File: src/hw/rtl/trrls_pkg.sv
// ----------------------------------------------------------------------------
// trrls_pkg
// Shared types and constants for the thrust ratio RLS estimator.
// ----------------------------------------------------------------------------
package trrls_pkg;

   localparam logic [1:0] ACT_PUSH  = 2'd0;
   localparam logic [1:0] ACT_EST   = 2'd1;
   localparam logic [1:0] ACT_RESET = 2'd2;
   localparam logic [1:0] ACT_NONE  = 2'd3;

   localparam int CSR_INDEX_W = 8;
   localparam int CSR_DATA_W  = 32;

   localparam logic [CSR_INDEX_W-1:0] CSR_FORGET = 8'd0;
   localparam logic [CSR_INDEX_W-1:0] CSR_MASS   = 8'd1;
   localparam logic [CSR_INDEX_W-1:0] CSR_MIN_DLY = 8'd2;
   localparam logic [CSR_INDEX_W-1:0] CSR_MAX_DLY = 8'd3;

   localparam logic [16:0] FORGET_RST  = 17'd65405;
   localparam logic [23:0] MASS_RST    = 24'd65536;
   localparam logic [19:0] MIN_DLY_RST = 20'd35000;
   localparam logic [19:0] MAX_DLY_RST = 20'd45000;

   localparam logic [30:0] RATIO_ONE = 31'd65536;
   localparam logic [30:0] RATIO_LO  = 31'd13107;
   localparam logic [30:0] RATIO_HI  = 31'd131072;
   localparam logic [47:0] COV_INIT  = 48'd16777216000000;

   localparam int OP_W   = 64;
   localparam int PROD_W = 128;
   localparam int DIV_W  = 128;

   typedef struct packed {
      logic            go;
      logic [OP_W-1:0] a;
      logic [OP_W-1:0] b;
   } mul_req_type;

   typedef struct packed {
      logic             go;
      logic [DIV_W-1:0] n;
      logic [DIV_W-1:0] d;
   } div_req_type;

endpackage

File: src/hw/rtl/trrls_div.sv
// ----------------------------------------------------------------------------
// trrls_div
// Restoring divider, 128 / 128 bits, one quotient bit per cycle.
// ----------------------------------------------------------------------------
module trrls_div (
   input  logic                            clock,
   input  logic                            reset,
   input  trrls_pkg::div_req_type          req,
   output logic                            done,
   output logic [trrls_pkg::DIV_W-1:0]     quot
);

   logic                          run_ff;
   logic                          done_ff;
   logic [6:0]                    cnt_ff;
   logic [trrls_pkg::DIV_W-1:0]   rem_ff;
   logic [trrls_pkg::DIV_W-1:0]   num_ff;
   logic [trrls_pkg::DIV_W-1:0]   den_ff;
   logic [trrls_pkg::DIV_W-1:0]   quot_ff;
   logic [trrls_pkg::DIV_W:0]     trial;
   logic [trrls_pkg::DIV_W:0]     diff;
   logic                          ge;

   assign trial = {rem_ff, num_ff[127]};
   assign diff  = trial - {1'b0, den_ff};
   assign ge    = trial >= {1'b0, den_ff};

   always_ff @(posedge clock) begin
      if (reset) begin
         run_ff  <= 1'b0;
         done_ff <= 1'b0;
      end else begin
         done_ff <= 1'b0;
         if (req.go) begin
            run_ff  <= 1'b1;
            cnt_ff  <= 7'd127;
            rem_ff  <= '0;
            num_ff  <= req.n;
            den_ff  <= req.d;
            quot_ff <= '0;
         end else if (run_ff) begin
            rem_ff  <= ge ? diff[127:0] : trial[127:0];
            quot_ff <= {quot_ff[126:0], ge};
            num_ff  <= {num_ff[126:0], 1'b0};
            cnt_ff  <= cnt_ff - 7'd1;
            if (cnt_ff == 7'd0) begin
               run_ff  <= 1'b0;
               done_ff <= 1'b1;
            end
         end
      end
   end

   assign done = done_ff;
   assign quot = quot_ff;

endmodule

File: config.mk
export PLATFORM = sky130hd
export DESIGN_NAME = trrls_div
export DESIGN_NICKNAME = d
export VERILOG_FILES = /design/src/hw/rtl/trrls_pkg.sv /design/src/hw/rtl/trrls_div.sv
export SDC_FILE = /design/constraint.sdc
export NUM_CORES = 1
export LEC_CHECK = 0
export BUFFER_PORTS_ARGS = -buffer_cell sky130_fd_sc_hd__buf_2
export CORE_ASPECT_RATIO = 0.8
export CORE_MARGIN = 4
export CORE_UTILIZATION = 25
export CTS_CLUSTER_DIAMETER = 50
export DETAILED_ROUTE_END_ITERATION = 7
export PLACE_DENSITY = 0.44
export RECOVER_POWER = 100
export SKIP_CTS_REPAIR_TIMING = 1
export SLEW_MARGIN = 20
export SYNTH_ARGS = -nofsm -noshare
export SYNTH_HDL_FRONTEND = slang
export SYNTH_SLANG_ARGS = --single-unit
File: constraint.sdc
create_clock -name clock -period 36.3 [get_ports clock]
set_input_delay 1.815 -clock clock [delete_from_list [all_inputs] [get_ports clock]]
set_output_delay 1.815 -clock clock [all_outputs]
set_load 0.05 [all_outputs]
==> impl_metrics.py <==
metrics = {
    "outcome": {
        "outcome": "finished, violations left",
        "violations": "capacitance limit, slew limit",
    },
    "power_and_ir_drop": {
        "total_leakage_power_nw": 13.4,
        "pwr-share-comb_pct": 22.1,
        "switching_share_pct": 31.4,
        "power_density_nw_per_um2": 57.5,
        "pwr-share-clk_pct": 40.4,
        "peakVddDrop_uv": 32.9,
        "seq_power_share_pct": 37.5,
        "p_int_mw": 1.38,
        "p_sw_uw": 630,
    },
    "setup_path": {
        "slowest_delay_ns": 6.26,
        "reg2reg_to": "quot[75]$_SDFFCE_PP0P_",
        "critPathCaptureType": "register",
        "crit_path_top_delay_cell": "clkbuf_1",
        "crit_type": "input port to register",
        "rrSetupSlack_ns": 25.42,
        "cp.required_ns": 36.73,
        "crit_chain": "clkbuf_1 > clkbuf_1 > clkbuf_1 > clkbuf_1 > mux2_2",
        "cp.arrival_ns": 16.19,
        "reg2regPathDepth": 4,
        "crit_top_cell": "clkbuf_1",
        "critPathMaxFanout": 165,
        "r2r_start": "run_ff$_SDFF_PP0_",
        "cp-start-kind": "input port",
    },
    "floorplan": {
        "die_w_um": 389,
        "die_y_um": 312,
        "ios": 388,
        "row_count": 111,
        "coreArea_um2": 115000,
        "dieArea_um2": 121000,
        "initial_utilization_pct": 25.2,
    },
    "sta": {
        "worst_pin_slew_ns": 9.95,
        "maxSlewViolCount": 1105,
        "finalSetupTns_ns": 0,
        "max_slew_margin_pct": -564,
        "setup_ws_ns": 20.54,
        "post-route-period-util_pct": 43.4,
        "fin_crit_ns": 15.76,
        "hold_viol": 0,
        "fmax_mhz": 63.5,
        "setup_viol": 0,
        "finClkSkew_ns": 0.0638,
        "rsz0062_at_grt": "no",
    },
    "yosys": {
        "synthDistinctLibCells": 81,
        "synth_top_area_share_pct": 53.8,
        "yosys-top-cells-area": "edfxtp_1, ha_1, mux2_2",
        "synth_top_area_cell": "edfxtp_1",
        "yosys-top-cells-count": "edfxtp_1, nor2_1, a21oi_1, inv_1, nand2_1",
        "synth.most_common_cell": "edfxtp_1",
        "async_reset_ff_share_pct": 0,
        "yosys_warnings": 0,
        "synth_nets": 2987,
        "synth_ff_type": "edfxtp_1",
        "ys_ff_latch": 521,
        "synth_enable_flop_cells": 519,
        "synth_seq_area_share_pct": 53.9,
        "synthCells": 2597,
        "syn_avg_cell_area_um2": 11.2,
        "synth_area_um2": 29000,
    },
    "global_route": {
        "grt-ovfl-total": 0,
        "antenna_found_initial": 42,
        "grtUsageMet2_pct": 20.5,
        "grt_use_met3_pct": 5.14,
        "gr-max-usage-layer": "met2",
        "grt_usage_pct": 14.2,
        "grt_pass1_vias": 21100,
        "grt_pass1_wl_um": 133000,
        "gr-usage-met1_pct": 20.2,
        "grt_start_max_net_pins": 183,
    },
    "clock_tree": {
        "clk_pin_slew_ns": 0.06,
        "root_buffer": "clkbuf_16",
        "cts_buffers": 82,
        "clock_latency_ns": 0.69,
        "cts_tree": "built",
        "clock-sinks": 521,
        "clk_path_buf_depth": 3,
        "htreeDepth": 3,
    },
    "hold_path": {
        "hold_end": "done$_SDFF_PP0_",
        "min_path_cells": 1,
        "worstHoldStart": "run_ff$_SDFF_PP0_",
        "hold_path_class": "register to register",
    },
    "route": {
        "first_pass_iters": 5,
        "drc": 0,
        "via_per_inst": 4.64,
        "drt_iter0_drc": 1329,
        "wl_per_cell_um": 19.4,
        "ant_nets": 0,
        "wl_um": 88400,
        "routed-via-count": 21100,
    },
    "place": {
        "portBuffers": 387,
        "place_congestion": 0.864,
        "pre_cts_slack_ns": 30.93,
        "dp_hpwl_um": 64300,
    },
    "run": {
        "max_cap_violations": 14,
    },
    "layout": {
        "area_delta_synth_final_pct": 20.5,
        "fill_cells": 12100,
        "nets": 3332,
        "multiInputGateArea_um2": 12100,
        "layout-drive-gt1-share_pct": 17.2,
        "ff_latch_area_um2": 15600,
    },
}
## worst max-delay path by stage
stage	start	end	slack (ns)	cells past startpoint
final	req[256]	num_ff[1]$_DFFE_PP_	20.54	5
after floorplan	req[256]	cnt_ff[0]$_SDFFCE_PP1P_	16.27	5
after global placement	req[256]	num_ff[1]$_DFFE_PP_	30.92	5
after detailed placement	req[256]	num_ff[119]$_DFFE_PP_	30.93	5
after CTS	rem_ff[1]$_SDFFCE_PP0P_	rem_ff[26]$_SDFFCE_PP0P_	31.19	14
after global routing	req[256]	num_ff[1]$_DFFE_PP_	18.81	5
## state kept, by name, summed over array words and instances (netlist names)
register,flops
cnt_ff,7
num_ff,128
done,1
rem_ff,128
quot,128
run_ff,1
den_ff,128
## cell families (layout without fill, tap and decap cells)
kind of cell / Yosys count / in the layout / share of synthesized area [%]
muxes: 182 / 182 / 6.84
and+or+nand+nor: 736 / 736 / 12.4
xor gates and xnor gates: 121 / 121 / 3.66
other: 0 / 20 / 0
adders and majority gates: 131 / 131 / 5.68
buffers and inverters: 311 / 724 / 4.29
DFF: 521 / 521 / 53.9
AOI/OAI and AO/OA: 595 / 595 / 13.2
## power groups by stage
stage          clock [mW]  combinational (mW)  sequential, mW
4_1_cts             0.841               0.443           0.746
2_1_floorplan           0               0.295           0.795
3_3_place_gp            0               0.443           0.757
5_1_grt             0.869               0.489           0.759
6_report            0.812               0.443           0.753
3_5_place_dp            0               0.441           0.756
## layout make-up
type	count	area share (%)
clock buffers	93	5.99
flip-flops and latches	521	44.7
repair buffers	399	5.09
multi-input cells	1765	34.6
well taps	1525	5.46
clock inverters	59	2.10
inverters	173	1.86
diodes	20	0.143
## routing by layer
metal / share of wire, % / vias to the layer above
met5: 0.21 / -
met4: 1.9 / 30
met3: 8.0 / 137
met2: 42 / 570
met1: 48 / 10200
li1: - / 10200
## per-stage QoR
stage	hold slack, ns	std cells	instance area, um^2	total power, mW	utilization (%)
2_1_floorplan	0.466	2597	29000	1.09	-
3_3_place_gp	0.491	4383	32400	1.20	28.2
3_5_place_dp	0.490	4383	32400	1.20	28.2
4_1_cts	0.506	4535	35200	2.03	30.7
5_1_grt	0.533	4542	34900	2.12	30.4
6_report	0.503	4555	34900	2.01	30.4
## worst max-delay path: cells and delay by family
family	cells	cell delay, ns
muxes	1	0.49
buffers and inverters	4	13.70
## cells in the final DEF, fill, tap and decap left out, types with 16 or more instances in the layout
cell and n:
a21o_1 56, edfxtp_1 519, inv_1 173, nand2_1 164, mux2_2 126, ha_1 130, nor2b_1 138, o21bai_1 32
a21oi_1 228, o21ai_1 16, buf_2 225, o21ai_0 100, xor2_1 54, nand4_1 67, xnor2_1 67, nor2_1 246
nand3_1 16, nor3_1 23, mux2i_1 55, a31oi_1 16, clkbuf_16 82, o21a_1 16, a211oi_1 38, diode_2 20
clkbuf_1 185
Power figures use the tool's default switching activity.
